**config.mk**
```make
export PLATFORM = sky130hd
export DESIGN_NAME = rta_ram
export DESIGN_NICKNAME = d
export VERILOG_FILES = /design/src/rtl/rta_ram.sv
export SDC_FILE = /design/constraint.sdc
export NUM_CORES = 1
export LEC_CHECK = 0
export ABC_AREA = 1
export BUFFER_PORTS_ARGS = -buffer_cell sky130_fd_sc_hd__buf_2
export CAP_MARGIN = 20
export CORE_MARGIN = 4
export CORE_UTILIZATION = 60
export DETAILED_ROUTE_END_ITERATION = 16
export GPL_TIMING_DRIVEN = 0
export PLACE_DENSITY = 0.89
export REMOVE_ABC_BUFFERS = 1
export SYNTH_ARGS = -nofsm -noshare
export SYNTH_HDL_FRONTEND = slang
export SYNTH_SLANG_ARGS = --single-unit
export TNS_END_PERCENT = 30
```
**constraint.sdc**
```tcl
create_clock -name clk -period 1.6 [get_ports clk]
set_input_delay 0.16 -clock clk [delete_from_list [all_inputs] [get_ports clk]]
set_output_delay 0.16 -clock clk [all_outputs]
set_load 0.01 [all_outputs]
```
**src/rtl/rta_ram.sv**
```systemverilog
`timescale 1ns / 1ps
`default_nettype none

module rta_ram #(
  parameter int WIDTH = 8,
  parameter int DEPTH = 16
) (
  input  wire logic                     clk,
  input  wire logic                     we,
  input  wire logic [$clog2(DEPTH)-1:0] waddr,
  input  wire logic [WIDTH-1:0]         wdata,
  input  wire logic [$clog2(DEPTH)-1:0] raddr,
  output logic      [WIDTH-1:0]         rdata
);

  logic [WIDTH-1:0] mem [DEPTH];

  always_ff @(posedge clk) begin
    if (we) begin
      mem[waddr] <= wdata;
    end
    rdata <= mem[raddr];
  end

endmodule

`default_nettype wire

```
After elaboration in Yosys (flattened, before gate mapping)
Memories as Yosys holds them, arrays and structs flattened. A register that Yosys moved wholly into a read port is not among the register bits. Cells that the tools add are included.

Equality and inequality tests: 0. Bitwise logic cells: 0. $mul: 0. Reductions and logical operators: 0. Add/subtract/negate cells: 0. Shifts and indexed selects: 0. Muxes and demuxes: 2. $lt $le $gt $ge: 0. Div/mod/pow operators: 0.

Operator list (count): $mux 1 (2).

Bits in latches: 0. Memory bits (writable): 128. Memories kept: 1. Register bits: 0. Word-level logic and storage cells: 3. Bits of input ports: 18. ROM bits: 0. Output and inout port bits: 8.

Memories: mem (words 16, bits a word 8, rd ports 1, clocked after Yosys merged registers in 1, write ports 1, RTL line 16) `logic [WIDTH-1:0] mem [DEPTH];`.

Logic depth before layout (Yosys ltp)
Word-level depth: 2. Depth in mapped cells: 8. Depth with buffers taken out: 7.

Least setup slack after synthesis
OpenSTA, ideal clock, no wires.

Kind: input-to-reg. From: input waddr[2]. To: memory mem[10][0] (enable). Arrival: 0.741 ns. Cell stages on the path: 2. Path buffers: 0. Library setup time: 0.370 ns. Data required time: 1.230 ns. Path slack: 0.489 ns. Cells stage by stage: nand3b_1 nor2_1.

RTL lines: from (decl) (RTL line 10) `input wire logic [$clog2(DEPTH)-1:0] waddr,`; to (decl) (RTL line 16).

Straight into the memory's write port.

==> flow_summary.json <==
{
  "worstPathArrival_ps": 1850,
  "run_status": "finished, final reports clean",
  "finalCritPeriodShare_pct": 90.4,
  "crit_family": "buffers and inverters",
  "crit-reg2reg-launch": "mem[1][4]",
  "die_h_um": 106,
  "rrSetupSlack_ps": 460,
  "clock_power_share_pct": 44.7,
  "io_pins": 26,
  "overflow": 0,
  "p_switching_mw": 1.76,
  "multi_input_area_um2": 1210,
  "crit_required_ps": 2010,
  "fin_crit_ps": 1450,
  "grt_max_degree": 66,
  "track_usage_pct": 24.6,
  "end_kind": "flop",
  "hold_violations": 0,
  "start_util_pct": 62.1,
  "max-vdd-ir-drop_mv": 0.927,
  "p_leak_nw": 2.78,
  "drive_gt1_share_pct": 9.23,
  "ys_seq_elements": 136,
  "vias": 4049,
  "cts_root_buffer": "clkbuf_8",
  "syn_to_final_growth_pct": 11.9,
  "cts_num_sinks": 136,
  "core_area_um2": 9280,
  "tightestPinTransition_ps": 820,
  "cp_slowest_cell": "buf_4",
  "worst_slack_ps": 154,
  "yosys_warnings": 0,
  "crit_fanout": 65,
  "clk_latency_ps": 530,
  "clkTransAtPathRegs_ps": 60,
  "slew_violations": 0,
  "wl_per_cell_um": 18.6,
  "crit_buf_inv": 2,
  "first_pass_iters": 5,
  "cts_setup_buffers": 0,
  "pwr-share-comb_pct": 6.0,
  "hp-class": "in -> reg",
  "clock.fmax_ghz": 0.692,
  "min_from": "wdata[7]",
  "fp.dieW_um": 106,
  "p_per_area_nw_per_um2": 1260,
  "place_congestion": 0.831,
  "whs_path_depth": 1,
  "nets": 590,
  "antenna_found_initial": 0,
  "syn_inst": 551,
  "synthDistinctLibCells": 12,
  "syn_avg_cell_area_um2": 10.5,
  "rows": 35,
  "critPathKind": "in -> reg",
  "syn_area_um2": 5770,
  "drt_iter0_drc": 620,
  "swShare_pct": 21.7,
  "reg2regPathDepth": 6,
  "slew-limit-headroom_pct": 45.1,
  "intPower_mw": 6.35,
  "seq_power_share_pct": 49.3,
  "dieArea_um2": 11200,
  "ant_nets": 0,
  "viasPerCell": 5.67,
  "r2r-end": "rdata[4]",
  "clock_path_buffers": 2,
  "wirelength_um": 13300,
  "setup_violations": 0,
  "fillerInstances": 582,
  "postLayoutCoreUtil_pct": 69.5,
  "grt_pass1_vias": 3922,
  "cts_tree": "yes",
  "finalPower_mw": 8.12,
  "cts_buffers": 17,
  "rsz0062_at_grt": "no",
  "n_antenna_cell": 0,
  "critPathMostFrequentCell": "nand2_1",
  "cts_htree_levels": 4,
  "hold-path-endpoint": "mem[3][7]",
  "cpPeakStageDelay_ps": 560,
  "ys_seq_area_share_pct": 69.4,
  "drv_cap": 0,
  "finClkSkew_ps": 6.80,
  "placed_area_um2": 5890,
  "stdcell_area_um2": 6450,
  "grt_pass1_wl_um": 20500,
  "drc_errors": 0,
  "register_area_um2": 4000,
  "dp_slack_ps": -1030,
  "path_cells": "buf_4, inv_4, nand2_1, nand2_1, nand2_1, nand3_1, nand3_1, nand2_1",
  "start_kind": "input port",
  "io_buffers": 25,
  "dp_hpwl_um": 7340
}
==> worst max path at each step <==
stage                         from  endpoint  slack (ps)  cells after the start
after floorplan           raddr[0]  rdata[2]         460                      6
after CTS                 raddr[0]  rdata[4]         210                      8
after detailed placement  raddr[0]  rdata[4]       -1030                      8
after global placement    raddr[0]  rdata[4]       -1010                      8
final                     raddr[0]  rdata[4]         150                      8
after global routing      raddr[0]  rdata[1]          80                      8
==> layout by cell type (no fill, tap or decap) <==
cell type and n:
nand2_1 173, edfxtp_1 128, inv_1 100, nand3_1 97
buf_2 24, nor2_1 17, clkbuf_16 16, dfxtp_1 8
clkbuf_1 5, clkinv_2 4, clkinvlp_4 3, nand3b_1 2
clkbuf_8 2, bufinv_16 2, inv_4 1, inv_2 1
dlygate4sd3_1 1, buf_4 1
==> synthesized netlist by cell type <==
cell / instances / area share [%]
inv_2: 2 / 0.13
nor2_1: 17 / 1.1
buf_2: 13 / 1.1
buf_4: 4 / 0.52
inv_1: 100 / 6.5
buf_6: 6 / 1.2
nand2_1: 173 / 11
buf_1: 1 / 0.065
dfxtp_1: 8 / 2.8
edfxtp_1: 128 / 67
nand3b_1: 2 / 0.26
nand3_1: 97 / 8.4
==> power groups by stage <==
stage | combinational (mW) | clock (mW) | sequential (mW)
after CTS | 0.474 | 3.61 | 4.01
after global placement | 0.433 | 0 | 4.07
after floorplan | 0.215 | 0 | 4.09
final | 0.486 | 3.63 | 4.01
after detailed placement | 0.455 | 0 | 4.08
after global routing | 0.525 | 3.79 | 4.01
==> layer usage <==
| layer | wire (um) | part of all wire (%) | vias up | GRT usage [%] |
|---|---|---|---|---|
| li1 | - | - | 1811 | - |
| met1 | 4840 | 37 | 1880 | 30.9 |
| met2 | 6540 | 49 | 293 | 40.1 |
| met3 | 1320 | 9.9 | 65 | 5.46 |
| met4 | 563 | 4.2 | 0 | 13.0 |
| met5 | 0 | 0 | - | 0 |
==> sequential cells by signal (all words and copies together) (netlist names) <==
signal / count
rdata: 8
mem: 128
==> logic make-up after synthesis <==
family | Yosys count | synth area share, %
buffers and inverters | 126 | 9.52
flip-flops | 136 | 69.4
AND/OR/NAND/NOR | 289 | 21.0
==> area by class of cell <==
cell class / instances / area share [%]
clock buffer: 23 / 6.92
inverter: 102 / 5.97
sequential: 136 / 62.1
timing repair buffer: 26 / 2.13
clock inverter: 9 / 1.59
tap: 129 / 2.50
multi-input combinational: 289 / 18.8
==> per-stage QoR <==
stage | hold slack (ps) | setup TNS [ps] | instances
after floorplan | 259 | 0 | 527
after global placement | 524 | -7770 | 681
after detailed placement | 516 | -7900 | 681
after CTS | 37.9 | 0 | 714
after global routing | 41.7 | 0 | 714
final | 47.9 | 0 | 714
==> timing repair <==
item | CTS | global route
setup endpoints to repair | 8 | 0
resized for setup | 2 | 0
endpoints found under the hold margin | 2 | 0
hold buffers | 1 | 0
No activity file was read; power rests on OpenSTA's default activity.
