## src/rtl/rta_find.sv

```systemverilog
`timescale 1ns / 1ps
`default_nettype none

// Two-level registered priority search: the first stage finds the lowest
// set bit in each group, the second picks the lowest group that has one.
module rta_find #(
  parameter int N = 1024
) (
  input  wire logic                 clk,
  input  wire logic [N-1:0]         cand,
  output logic                      found,
  output logic [$clog2(N)-1:0]      index
);

  localparam int IDX_W = $clog2(N);
  localparam int GRP_W = (IDX_W + 1) / 2;
  localparam int GRP   = 1 << GRP_W;
  localparam int NG    = (N + GRP - 1) / GRP;
  localparam int NG_W  = (NG > 1) ? $clog2(NG) : 1;

  logic [NG*GRP-1:0] cand_pad;
  logic [NG-1:0]     any_nxt, any_r;
  logic [GRP_W-1:0]  off_nxt [NG];
  logic [GRP_W-1:0]  off_r   [NG];
  logic              found_nxt;
  logic [IDX_W-1:0]  index_nxt;
  logic [NG_W-1:0]   sel;

  assign cand_pad = (NG*GRP)'(cand);

  always_comb begin
    for (int g = 0; g < NG; g++) begin
      any_nxt[g] = |cand_pad[g*GRP +: GRP];
      off_nxt[g] = '0;
      for (int b = GRP - 1; b >= 0; b--) begin
        if (cand_pad[g*GRP + b]) begin
          off_nxt[g] = GRP_W'(b);
        end
      end
    end
  end

  always_comb begin
    sel = '0;
    for (int g = NG - 1; g >= 0; g--) begin
      if (any_r[g]) begin
        sel = NG_W'(g);
      end
    end
    found_nxt = |any_r;
    index_nxt = IDX_W'(32'(sel) * GRP + 32'(off_r[sel]));
  end

  always_ff @(posedge clk) begin
    any_r <= any_nxt;
    off_r <= off_nxt;
    found <= found_nxt;
    index <= index_nxt;
  end

endmodule

`default_nettype wire

```

## config.mk

```make
export PLATFORM = sky130hd
export DESIGN_NAME = rta_find
export DESIGN_NICKNAME = d
export VERILOG_FILES = /design/src/rtl/rta_find.sv
export SDC_FILE = /design/constraint.sdc
export NUM_CORES = 1
export LEC_CHECK = 0
export BUFFER_PORTS_ARGS = -buffer_cell sky130_fd_sc_hd__buf_4
export CAP_MARGIN = 20
export CELL_PAD_IN_SITES_DETAIL_PLACEMENT = 1
export CELL_PAD_IN_SITES_GLOBAL_PLACEMENT = 1
export CORE_AREA = 5 5 397 399
export CTS_CLUSTER_SIZE = 25
export DETAILED_ROUTE_END_ITERATION = 8
export DIE_AREA = 0 0 402 404
export PLACE_DENSITY = 0.36
export SYNTH_ARGS = -nofsm -noshare
export SYNTH_HDL_FRONTEND = slang
export SYNTH_SLANG_ARGS = --single-unit
export TNS_END_PERCENT = 20
```

## constraint.sdc

```tcl
create_clock -name clk -period 2.6 [get_ports clk]
set_input_delay 0 -clock clk [delete_from_list [all_inputs] [get_ports clk]]
set_output_delay 0 -clock clk [all_outputs]
set_load 0.02 [all_outputs]
```

# [After elaboration in Yosys (flattened, before gate mapping)]
# Index checks and enable logic that the tools add are counted.
[op_classes] bitwise_logic=1 reduce_logical=161 n_mux=1027 add_sub_neg=1 n_lt_le_gt_ge=1
[op_table] cell="$mux 5" count=546
[op_table] cell="$reduce_or 32->1" count=33
[op_table] cell="$mux 4" count=256
[op_table] cell="$reduce_or 16->1" count=32
[op_table] cell="$mux 3" count=128
[op_table] cell="$reduce_or 8->1" count=32
[op_table] cell="$mux 2" count=64
[op_table] cell="$reduce_or 4->1" count=32
[op_table] cell="$reduce_or 2->1" count=32
[op_table] cell="$mux 1" count=32
[op_table] cell="$bmux 5 s5" count=1
[op_table] cell="$add 10x5->10" count=1
[op_table] cell="$ge 6x6->1 const B" count=1
[op_table] cell="$not 5->6" count=1
[totals] elab_cells=1354 inputBits=1025 regBits=203 out_inout_bits=11

# [Depth between registers and ports, before layout]
# Gate-level depths: netlist (run 1).
[logic_depth] ltp_word=37 ltp_mapped=11 depth_no_buf=9

# [Worst setup path before layout (run 1)]
# No wires, ideal clock.
[synth_timing] kind="register to register" from="reg any_r[4]" to="reg index[3]" n_path_buf=1 t_required_ps=2462 setup_ps=138 path_stages_with_launch=9 arrival_ps=2161 setup_slack_ps=301 path_cell_list="dfxtp_1 > or4_4 > a2111oi_4 > o21a_2 > nor2_4 > buf_6 > mux2_4 > a2111oi_2 > nand4_1"
[synth_via] elab_chain_len=10
[synth_rtl] item="from (decl)" line_no="22" text="logic [NG-1:0] any_nxt, any_r;"
[synth_rtl] item="from (signal assigned)" line_no="55" text="any_r <= any_nxt;"
[synth_rtl] item="$mux 5 (5 in series)" line_no="46" text="if (any_r[g]) begin"
[synth_rtl] item="$not 5->6 (implied by the code)" line_no="51" text="index_nxt = IDX_W'(32'(sel) * GRP + 32'(off_r[sel]));"
[synth_rtl] item="$bmux 5 s5" line_no="51"
[synth_rtl] item="$mux 5 (implied by the code) (2 in series)" line_no="51"
[synth_rtl] item="$add 10x5->10" line_no="51"
[synth_rtl] item="named net index_nxt[3]" line_no="26" text="logic [IDX_W-1:0] index_nxt;"
[synth_rtl] item="to (signal assigned)" line_no="58" text="index <= index_nxt;"
[synth_rtl] item="to (decl)" line_no="12" text="output logic [$clog2(N)-1:0] index"
# The timed path passes the listed nets, and every way through them passes these cells. The select of a mux whose other input is x is not followed.
# A chain may end at the register's enable or synchronous reset.

# [Final worst setup path (run 1)]
[layout_timing] from="reg any_r[0]" to="reg index[2]"
[layout_via] elab_chain_len=6
[layout_rtl] item="$mux 5" line_no="46"
[layout_rtl] item="$not 5->6 (implied by the code)" line_no="51"
[layout_rtl] item="$bmux 5 s5" line_no="51"
[layout_rtl] item="$mux 5 (implied by the code) (2 in series)" line_no="51"
[layout_rtl] item="$add 10x5->10" line_no="51"
[layout_rtl] item="named net index_nxt[2]" line_no="26"
# The timed path passes the listed nets, and every way through them passes these cells. The select of a mux whose other input is x is not followed.

==> impl_results.md, run 1 <==
- Via/cell ratio: 4.23
- Drt initial violations: 752
- Post-DP HPWL: 131000 um
- GPL Wtd Cong: 0.826
- Wire per inst: 22.7 um
- DRC: 0
- H-tree Lvls: 1
- Crit. End Element: register
- Min cycle time layout: 2680 ps
- Placed cell areas: 0.0287 mm2
- Vias: 27500
- Post-Syn Nets: 3726
- Pwr/cell area: 298 mW/mm2
- Clk root buf: clkbuf_16
- Final Hold Fails: 3
- Worst Hold Slack: -28.1 ps
- Total of max-cap violations: 0
- Core Area: 0.154 mm2
- CTS tree: built
- Initial Utilization: 11.6%
- Top fanout value on the critical path: 3
- Asr flop ratio synth: 0%
- Seq/Total Area, Yosys: 22.9%
- Detailed Route WL: 147000 um
- Detailed Routing Iterations Pass 1: 5
- Largest area contributor in the netlist: dfxtp_1
- Largest net degree at the start of global routing: 28
- Finished Cell Area: 0.0359 mm2
- Post-synth cell types: 59
- Critical path buffers and inverters: 2
- Top-Level Pins: 1036
- Final nets: 5420
- Die area: 0.162 mm2
- Failing checks: negative hold slack, negative setup slack
- Dpl cells: 5841
- Die Y: 404 um
- Max Clock Skew: 32.9 ps
- Status: complete, but fails checks
- Sink Count: 203
- Met3 WL post-DR: 9010 um
- Max Used Layer: met5
- Row count: 144
- Worst-margin pin slew: 899 ps
- Total grt overflow: 0
- Maximum VDD drop: 0.435 mV
- Final setup viols: 5
- Slew Viols, Final: 0
- Metal2 WL: 78200 um
- Critical path arrival: 3130 ps
- Syn_area_per_cell: 6.57 um2
- FILL cells: 18700
- Final worst-path setup slack: -76.6 ps
- Ys flop type: dfxtp_1
- Clock transition at the registers of the reported paths: 60 ps
- Initial antenna violation count: 52
- CP delay by family, top: compound AO/OA/AOI/OAI gates
- Max stage delay on crit path: 560 ps
- Layout Cells excl Fill: 6490
- Share of the synthesized area in the top cell type: 22.9%
- Share of cells above drive strength 1: 28.1%
- Rel. slew slack: 39.4%
- Crit path kind: reg -> reg
- Crit path launch type: register
- Leak Pwr: 15.2 nW
- Commonest non-fill, non-tap cell in the layout: buf_4
- Die span in x: 402 um
- Maximum clock insertion buffer count: 3
- Synth top area cells: dfxtp_1 23%, nor2_1 9.6%, a21oi_1 9.2%, nor4_1 5.9%, o21bai_1 5.1%
- First-pass GRT wire length: 208000 um
- Number of flops mapped to enable cells by yosys: 0
- Register area: 0.00407 mm2
- Worst-path cell with the longest stage delay: or4_4
- Worst hold path class: in -> reg
- Tot GR Track Use: 17.2%
- Skew-Pair Late Insertion Delay: 590 ps
- Maximum clock rate: 0.374 GHz
- Multi-input combinational cell area: 0.0130 mm2
- Cell Area, Synth: 0.0178 mm2
- Number of buffers created by CTS: 28
- Post-DRT Antenna Nets: 0
- Crit-path cells: or4_4, a2111oi_4, o21a_4, nor2_4, buf_4, mux2_2, a2111oi_4, buf_4, nand4_1
- DRT met1 WL: 56600 um
- Fin crit share: 103%
- Commonest non-fill, non-tap cells in the layout: 1117 x buf_4, 556 x dlygate4sd3_1, 454 x nor2_1
- Port Buffers: 1035
- RSZ-0062 raised after global routing: true
- Synth Register Bits: 203
- Synth Instances: 2701
- Ys Warns: 0
- Growth of design area from synthesis to finish: 102%
- CP Data Required Time: 3050 ps
- Vias in the first global route: 30600
## worst paths after layout
check | startpoint | to | slack, ps | depth (start not counted)
max reg2reg | any_r[0] | index[2] | -80 | 9
max | any_r[0] | index[2] | -80 | 9
min | cand[704] | off_r[45] | -30 | 2
min reg2reg | off_r[111] | index[1] | 650 | 3
## worst register-to-register path: stages, from the launching register on
cell and delay (ps):
dfxtp_2 320, or4_4 560, a2111oi_4 260, o21a_4 240, nor2_4 60, buf_4 160
mux2_2 310, a2111oi_4 360, buf_4 190, nand4_1 90
## cell families (layout without fill, tap and decap cells)
logic type | count (synthesis) | in the layout | share of synthesized area [%]
DFF | 203 | 203 | 22.9
AOI/OAI and AO/OA | 957 | 957 | 34.6
muxes | 30 | 30 | 1.78
buffers and inverters | 264 | 1978 | 5.74
other | 0 | 30 | 0
and+or+nand+nor | 1247 | 1248 | 34.9
## metrics by stage
step / setup slack (ps) / setup TNS [ps] / total power, mW / util [%]
after CTS: -134 / -601 / 10.9 / 23.2
after floorplan: 301 / 0 / 4.08 / -
final: -76.6 / -339 / 10.7 / 23.4
after detailed placement: -395 / -1480 / 6.22 / 18.7
after global routing: -201 / -862 / 11.3 / 23.3
after global placement: -245 / -1160 / 6.22 / 18.7
## synthesized netlist by cell type, types with 36 or more instances
cell type,number
or4_1,71
a21oi_1,327
nor2b_1,61
nand3_1,87
o21ai_0,160
nand2_1,177
a211oi_1,64
o31ai_1,97
a31oi_1,36
nor4_1,167
inv_1,235
dfxtp_1,203
nor3_1,73
a211o_1,40
o21bai_1,121
nor2_1,454
## metal layers
| metal | up-vias | track usage (%) |
|---|---|---|
| li1 | 13500 | - |
| met1 | 13000 | 18.4 |
| met2 | 751 | 33.4 |
| met3 | 133 | 4.34 |
| met4 | 20 | 3.93 |
| met5 | - | 0 |
## timing repair
item | in CTS | in global routing
endpoints found under the setup margin | 5 | 13
pin swaps | 30 | 17
gates resized for setup | 40 | 26
buffers inserted | 6 | 5
hold buffers | 556 | 0
endpoints found under the hold margin | 173 | 0
gates cloned | 3 | 0
## power by group
| group | leakage [nW] | internal, mW | switching, mW | total (mW) |
|---|---|---|---|---|
| Sequential | 1.66 | 3.20 | 0.0745 | 3.27 |
| Clock | 0.472 | 2.37 | 1.65 | 4.02 |
| Combinational | 13.1 | 1.89 | 1.50 | 3.39 |
| Total | 15.2 | 7.47 | 3.22 | 10.7 |
## state kept, by name (all words and copies together), names as in the netlist
register	flops
off_r	160
any_r	32
index	10
found	1
## area by class of cell
class	instances	area share (%)
inverter	238	2.50
clock buffer	32	2.05
clock inverter	19	0.653
multi-input combinational	2235	36.3
timing repair buffer	1689	39.7
tap	2044	7.13
sequential	203	11.4
antenna	30	0.209
(Power assumes the default switching activity.)
==> inputs of run 2 (changes only) <==
==> constraint.sdc (replaced) <==
create_clock -name clk -period 2.6 [get_ports clk]
set_input_delay 0.26 -clock clk [delete_from_list [all_inputs] [get_ports clk]]
set_output_delay 0.26 -clock clk [all_outputs]
set_load 0.02 [all_outputs]
==> run 2 against run 1 <==
Against the previous run: the run ends with negative setup slack left; cell area shrank 12%; clock power is 1% lower; utilization down 2.8 points; maximum frequency shrank 0.39%; power decreased by 4.0%; sequential share of layout area rose by 1.5 points; worst hold slack gained 52 ps; highest routed layer unchanged.
==> impl_results.md, run 2 (same netlist as run 1, synthesis figures left out) <==
- Fin crit share: 103% (+0.40 points)
- Final Hold Fails: 0 (-3)
- Maximum clock rate: 0.372 GHz (-0.39%)
- First-pass GRT wire length: 200000 um (-3.9%)
- DRC: 0 (unchanged)
- Die area: 0.162 mm2 (unchanged)
- Critical path buffers and inverters: 2 (unchanged)
- Drt initial violations: 846 (+13%)
- Top-Level Pins: 1036 (unchanged)
- Largest regs: off_r x160, any_r x32, index x10
- Total grt overflow: 0 (unchanged)
- Crit path kind: reg -> reg
- Clock transition at the registers of the reported paths: 60 ps (about the same)
- Pwr/cell area: 326 mW/mm2 (+9.3%)
- Critical path arrival: 3130 ps (about the same)
- Final worst-path setup slack: -87.0 ps (-10.5 ps)
- Status: complete, but fails checks
- Dpl cells: 5845 (+0.068%)
- Reg power frac: 32.0% (+1.4 points)
- Commonest non-fill, non-tap cells in the layout: 1121 x buf_4, 448 x nor2_1, 326 x a21oi_1
- Post-DP HPWL: 132000 um (+0.23%)
- Hold Path Origin: cand[128]
- Final nets: 5012 (-7.5%)
- Cell repeated most along the worst path: buf_4
- Total of max-cap violations: 0 (unchanged)
- CTS tree: built
- Skew-Pair Late Insertion Delay: 570 ps (-20 ps)
- Wire per inst: 23.9 um (+5.1%)
- Vias: 25700 (-6.4%)
- Commonest non-fill, non-tap cell in the layout: buf_4
- Row count: 144 (unchanged)
- Vias in the first global route: 28100 (-8.3%)
- Post-DRT Antenna Nets: 0 (unchanged)
- Largest Register: off_r
- GPL Wtd Cong: 0.821 (-0.51%)
- Post-Place Setup Slack: -331 ps (+64.6 ps)
- RSZ-0062 raised after global routing: true
- Sw power: 3.06 mW (-5.2%)
- Pwr Total: 10.3 mW (-4.0%)
- Worst-path cell with the longest stage delay: mux2_4
- Crit. End Element: register
- Tot GR Track Use: 16.8% (-0.39 points)
- Initial antenna violation count: 53 (+1.9%)
- Internal power: 7.21 mW (-3.4%)
- Most used routing layer: met2
- CP delay by family, top: compound AO/OA/AOI/OAI gates
- Detailed Routing Iterations Pass 1: 4 (-1)
- GRT met1 Usage: 18.0% (-0.41 points)
- Rel. slew slack: 53.1% (+14 points)
- Growth of design area from synthesis to finish: 77.5%
- Die span in x: 402 um (unchanged)
- CP Data Required Time: 3050 ps (about the same)
- Net Sw Frac: 29.8% (-0.38 points)
- Max stage delay on crit path: 350 ps (-210 ps)
- Detailed Route WL: 145000 um (-1.5%)
- Crit. Startpoint: any_r[21]
- Largest net degree at the start of global routing: 35 (+25%)
- Share of cells above drive strength 1: 30.4% (+2.3 points)
- Crit-path cells: nor3_1, o311ai_1, o211a_1, o21a_4, buf_4, nor2_2, mux2_4, a2111oi_4, buf_4, nand4_1
- Clock power share: 38.8% (+1.2 points)
- Maximum clock insertion buffer count: 3 (unchanged)
- GR Util met2: 32.7% (-0.69 points)
- Final setup viols: 4 (-1)
- H-tree Lvls: 1 (unchanged)
- Clk root buf: clkbuf_16
- Crit path launch type: register
- Leak Pwr: 13.1 nW (-14%)
- Slew Viols, Final: 0 (unchanged)
- Number of buffers created by CTS: 28 (unchanged)
- Failing checks: negative setup slack
- Worst hold path class: in -> reg
- Initial Utilization: 11.6% (unchanged)
- Worst r2r src: any_r[21]
- Layout Cells excl Fill: 6078 (-6.3%)
- Max FFs per register: 160 (unchanged)
- Port Buffers: 1035 (unchanged)
- Placed cell areas: 0.0287 mm2 (about the same)
- Min cycle time layout: 2690 ps (+10.5 ps)
- Die Y: 404 um (unchanged)
- Met3 Use GR: 4.64% (+0.30 points)
- Part of the power in combinational logic: 29.3% (-2.4 points)
- Worst-margin pin slew: 686 ps (-213 ps)
- Max Clock Skew: 9.12 ps (-23.8 ps)
- Top fanout value on the critical path: 4 (+1)
- Core Area: 0.154 mm2 (unchanged)
- Via/cell ratio: 4.23 (about the same)
- Finished Cell Area: 0.0315 mm2 (-12%)
- Maximum VDD drop: 0.449 mV (+3.2%)
- Sink Count: 203 (unchanged)
- Total negative slack: -281 ps (+58.1 ps)
run 2: cell type report:
type,instances,area [um2]
fillers,18800,122000
multi-input cells,2235,12900
repair buffers,1281,10100
flip-flops and latches,203,4070
well taps,2044,2560
inverters,238,895
clock buffers,34,733
clock inverters,16,210
diodes,27,67.6
run 2: power by group through the flow:
stage / Clock [mW] / Sequential [mW] / Combinational [mW]
floorplan: 0 / 3.28 / 0.795
global placement: 0 / 3.37 / 2.85
detailed placement: 0 / 3.36 / 2.86
CTS: 4.19 / 3.29 / 3.05
global route: 4.29 / 3.29 / 3.31
finish: 3.98 / 3.28 / 3.00
run 2: timing repair:
item                                    CTS  global route
gates resized for setup                  21            17
pin swaps                                 8             8
hold buffers                            149             0
cloned                                    1             1
buffers inserted                          4             3
hold endpoints to repair                 56             0
endpoints found under the setup margin    5            12
run 2: final timing paths:
check / endpoint / slack (ps) / cells past startpoint
hold reg to reg: index[3] / 650 / 3
setup reg to reg: index[3] / -90 / 10
setup / recovery: index[3] / -90 / 10
hold / removal: off_r[135] / 20 / 2
run 2: worst reg2reg max path, cell delays in order, from the launching register on:
cell and delay, ps:
dfxtp_1 320, nor3_1 230, o311ai_1 180, o211a_1 270
o21a_4 220, buf_4 140, nor2_2 300, mux2_4 350
a2111oi_4 300, buf_4 180, nand4_1 80
run 2: per-layer routing:
layer | part of all wire [%] | routed length, um
met1 | 38 | 55800
met2 | 53 | 77400
met3 | 6.5 | 9430
met4 | 1.6 | 2320
met5 | 0.12 | 174
run 2: metrics by stage:
step / util [%] / hold WS, ps
after global routing: 20.5 / 4.43
after detailed placement: 18.7 / 557
final: 20.5 / 23.8
after global placement: 18.7 / 557
after CTS: 20.4 / 0.155
after floorplan: - / 371
==> inputs of run 3 (changes only) <==
Settings changed: TNS_END_PERCENT 20 to default.
==> run 3 against run 2 <==
Against the previous run: the flow still finishes with violations (negative setup slack); largest cell class unchanged; maximum frequency up 1.2%; utilization grew 0.063 points; count of clock-buffer cells in the layout unchanged; cell area grew 0.31%; power about the same; clock power about the same; clock skew up 0.75 ps.
==> impl_results.md, run 3 (same netlist as run 1, synthesis figures left out) <==
- Status: complete, but fails checks
- Failing checks: negative setup slack
- Total grt overflow: 0 (unchanged)
- CTS tree: built
- Clock transition at the registers of the reported paths: 60 ps (about the same)
- Commonest non-fill, non-tap cells in the layout: 1121 x buf_4, 448 x nor2_1, 326 x a21oi_1
- Initial Utilization: 11.6% (unchanged)
- Dpl cells: 5845 (unchanged)
- Largest net degree at the start of global routing: 35 (unchanged)
- Multi-input combinational cell area: 0.0130 mm2 (+0.55%)
- First-pass GRT wire length: 200000 um (about the same)
- Crit path kind: reg -> reg
- Worst r2r src: any_r[0]
- Max stage delay on crit path: 550 ps (+200 ps)
- Post-Place Setup Slack: -331 ps (unchanged)
- Total negative slack: -192 ps (+88.5 ps)
- Max FFs per register: 160 (unchanged)
- GPL Wtd Cong: 0.821 (unchanged)
- Skew-Pair Late Insertion Delay: 570 ps (about the same)
- Final setup viols: 5 (+1)
- Leak Pwr: 13.1 nW (+0.24%)
- Vias: 25700 (-0.11%)
- Drt initial violations: 877 (+3.7%)
- Min-Delay Endpoint: off_r[135]
- Detailed Routing Iterations Pass 1: 4 (unchanged)
- Die Y: 404 um (unchanged)
- Post-layout util: 20.6% (+0.063 points)
- Crit-path cells: or4_4, a2111oi_4, buf_4, o21ai_4, buf_6, buf_12, and3_1, a211o_1, a32oi_1, buf_4, nand4_1
- Pwr/cell area: 325 mW/mm2 (-0.29%)
- Top fanout value on the critical path: 10 (+6)
- Maximum clock insertion buffer count: 3 (unchanged)
- FILL cells: 18800 (-0.032%)
- Detailed Route WL: 145000 um (+0.18%)
- Max Clock Skew: 9.88 ps (+0.754 ps)
- Layout Cells excl Fill: 6079 (+0.016%)
- Largest Register: off_r
- Largest regs: off_r x160, any_r x32, index x10
- Crit. End Element: register
- Wire per inst: 23.9 um (+0.16%)
- Worst-margin pin slew: 686 ps (-0.00113 ps)
- Via/cell ratio: 4.23 (-0.13%)
- Initial antenna violation count: 53 (unchanged)
- Core Area: 0.154 mm2 (unchanged)
- Total of max-cap violations: 0 (unchanged)
- Maximum clock rate: 0.377 GHz (+1.2%)
- Final worst-path setup slack: -54.6 ps (+32.5 ps)
- Die span in x: 402 um (unchanged)
- Flop-to-flop setup slack: -50 ps (+30 ps)
- CP Data Required Time: 3040 ps (about the same)
- Min cycle time layout: 2650 ps (-32.5 ps)
- Clk root buf: clkbuf_16
- Slew Viols, Final: 0 (unchanged)
- Maximum VDD drop: 0.452 mV (+0.61%)
- Worst hold path class: in -> reg
- Pwr Total: 10.3 mW (about the same)
- Row count: 144 (unchanged)
- Crit path launch type: register
- Sink Count: 203 (unchanged)
- CP delay by family, top: simple AND/OR/NAND/NOR gates
- Tot GR Track Use: 16.8% (about the same)
- Post-DP HPWL: 132000 um (unchanged)
- DRC: 0 (unchanged)
- R2R depth: 11 (+1)
- Final Hold Fails: 0 (unchanged)
- Critical path arrival: 3100 ps (-30 ps)
- H-tree Lvls: 1 (unchanged)
- Fin crit share: 102% (-1.2 points)
- Number of buffers created by CTS: 28 (unchanged)
- Hold-critical path depth: 2 (unchanged)
- Commonest non-fill, non-tap cell in the layout: buf_4
- Register area: 0.00407 mm2 (about the same)
- Cell repeated most along the worst path: buf_4
- Top-Level Pins: 1036 (unchanged)
- RSZ-0062 raised after global routing: true
- Vias in the first global route: 28100 (+0.036%)
- Hold Path Origin: cand[128]
- Port Buffers: 1035 (unchanged)
- Worst-path cell with the longest stage delay: or4_4
- Rel. slew slack: 53.1% (about the same)
- Post-DRT Antenna Nets: 0 (unchanged)
- Share of cells above drive strength 1: 30.6% (+0.18 points)
- Growth of design area from synthesis to finish: 78.1%
- Reg-to-reg endpoint: index[4]
- Critical path buffers and inverters: 4 (+2)
- Die area: 0.162 mm2 (unchanged)
- Final nets: 5014 (+0.040%)
-- run 3: worst max-delay path by stage --
stage	endpoint	from	cells after the start
after global routing	index[0]	any_r[24]	10
after global placement	index[3]	any_r[19]	11
after detailed placement	index[1]	any_r[23]	9
after floorplan	index[3]	any_r[4]	8
final	index[4]	any_r[0]	11
after CTS	index[2]	any_r[0]	9
-- run 3: area by class of cell --
type,count,share of cell area (%)
Multi-Input combinational cell,2235,41.0
Tap cell,2044,8.09
Clock inverter,16,0.665
Inverter,238,2.83
Sequential cell,203,12.9
Antenna cell,26,0.206
Timing Repair Buffer,1283,32.1
Clock buffer,34,2.32
-- run 3: stage by stage --
stage	area, um2	hold slack (ps)
floorplan	17800	371
global placement	28700	557
detailed placement	28700	557
CTS	31400	0.155
global route	31600	4.43
finish	31600	20.2
-- run 3: power by group --
group | total, mW | internal [mW] | switching [mW]
Combinational | 3.00 | 1.60 | 1.40
Sequential | 3.28 | 3.20 | 0.0799
Clock | 3.99 | 2.41 | 1.58
Total | 10.3 | 7.21 | 3.06
-- run 3: metal layers --
layer  vias up  track usage, %  share of wire, %
li1      12700               -                 -
met1     12100            18.1                38
met2       727            32.7                53
met3       111            4.64               6.4
met4        24            3.06               1.6
met5         -               0              0.12
-- run 3: timing repair --
| action | 4_1_cts | 5_1_grt |
|---|---|---|
| setup buffers | 5 | 6 |
| gates resized for setup | 26 | 27 |
| hold endpoints to repair | 56 | 0 |
| hold buffers | 149 | 0 |
| setup endpoints to repair | 5 | 12 |
| gates cloned | 2 | 1 |
| pin swaps | 8 | 14 |
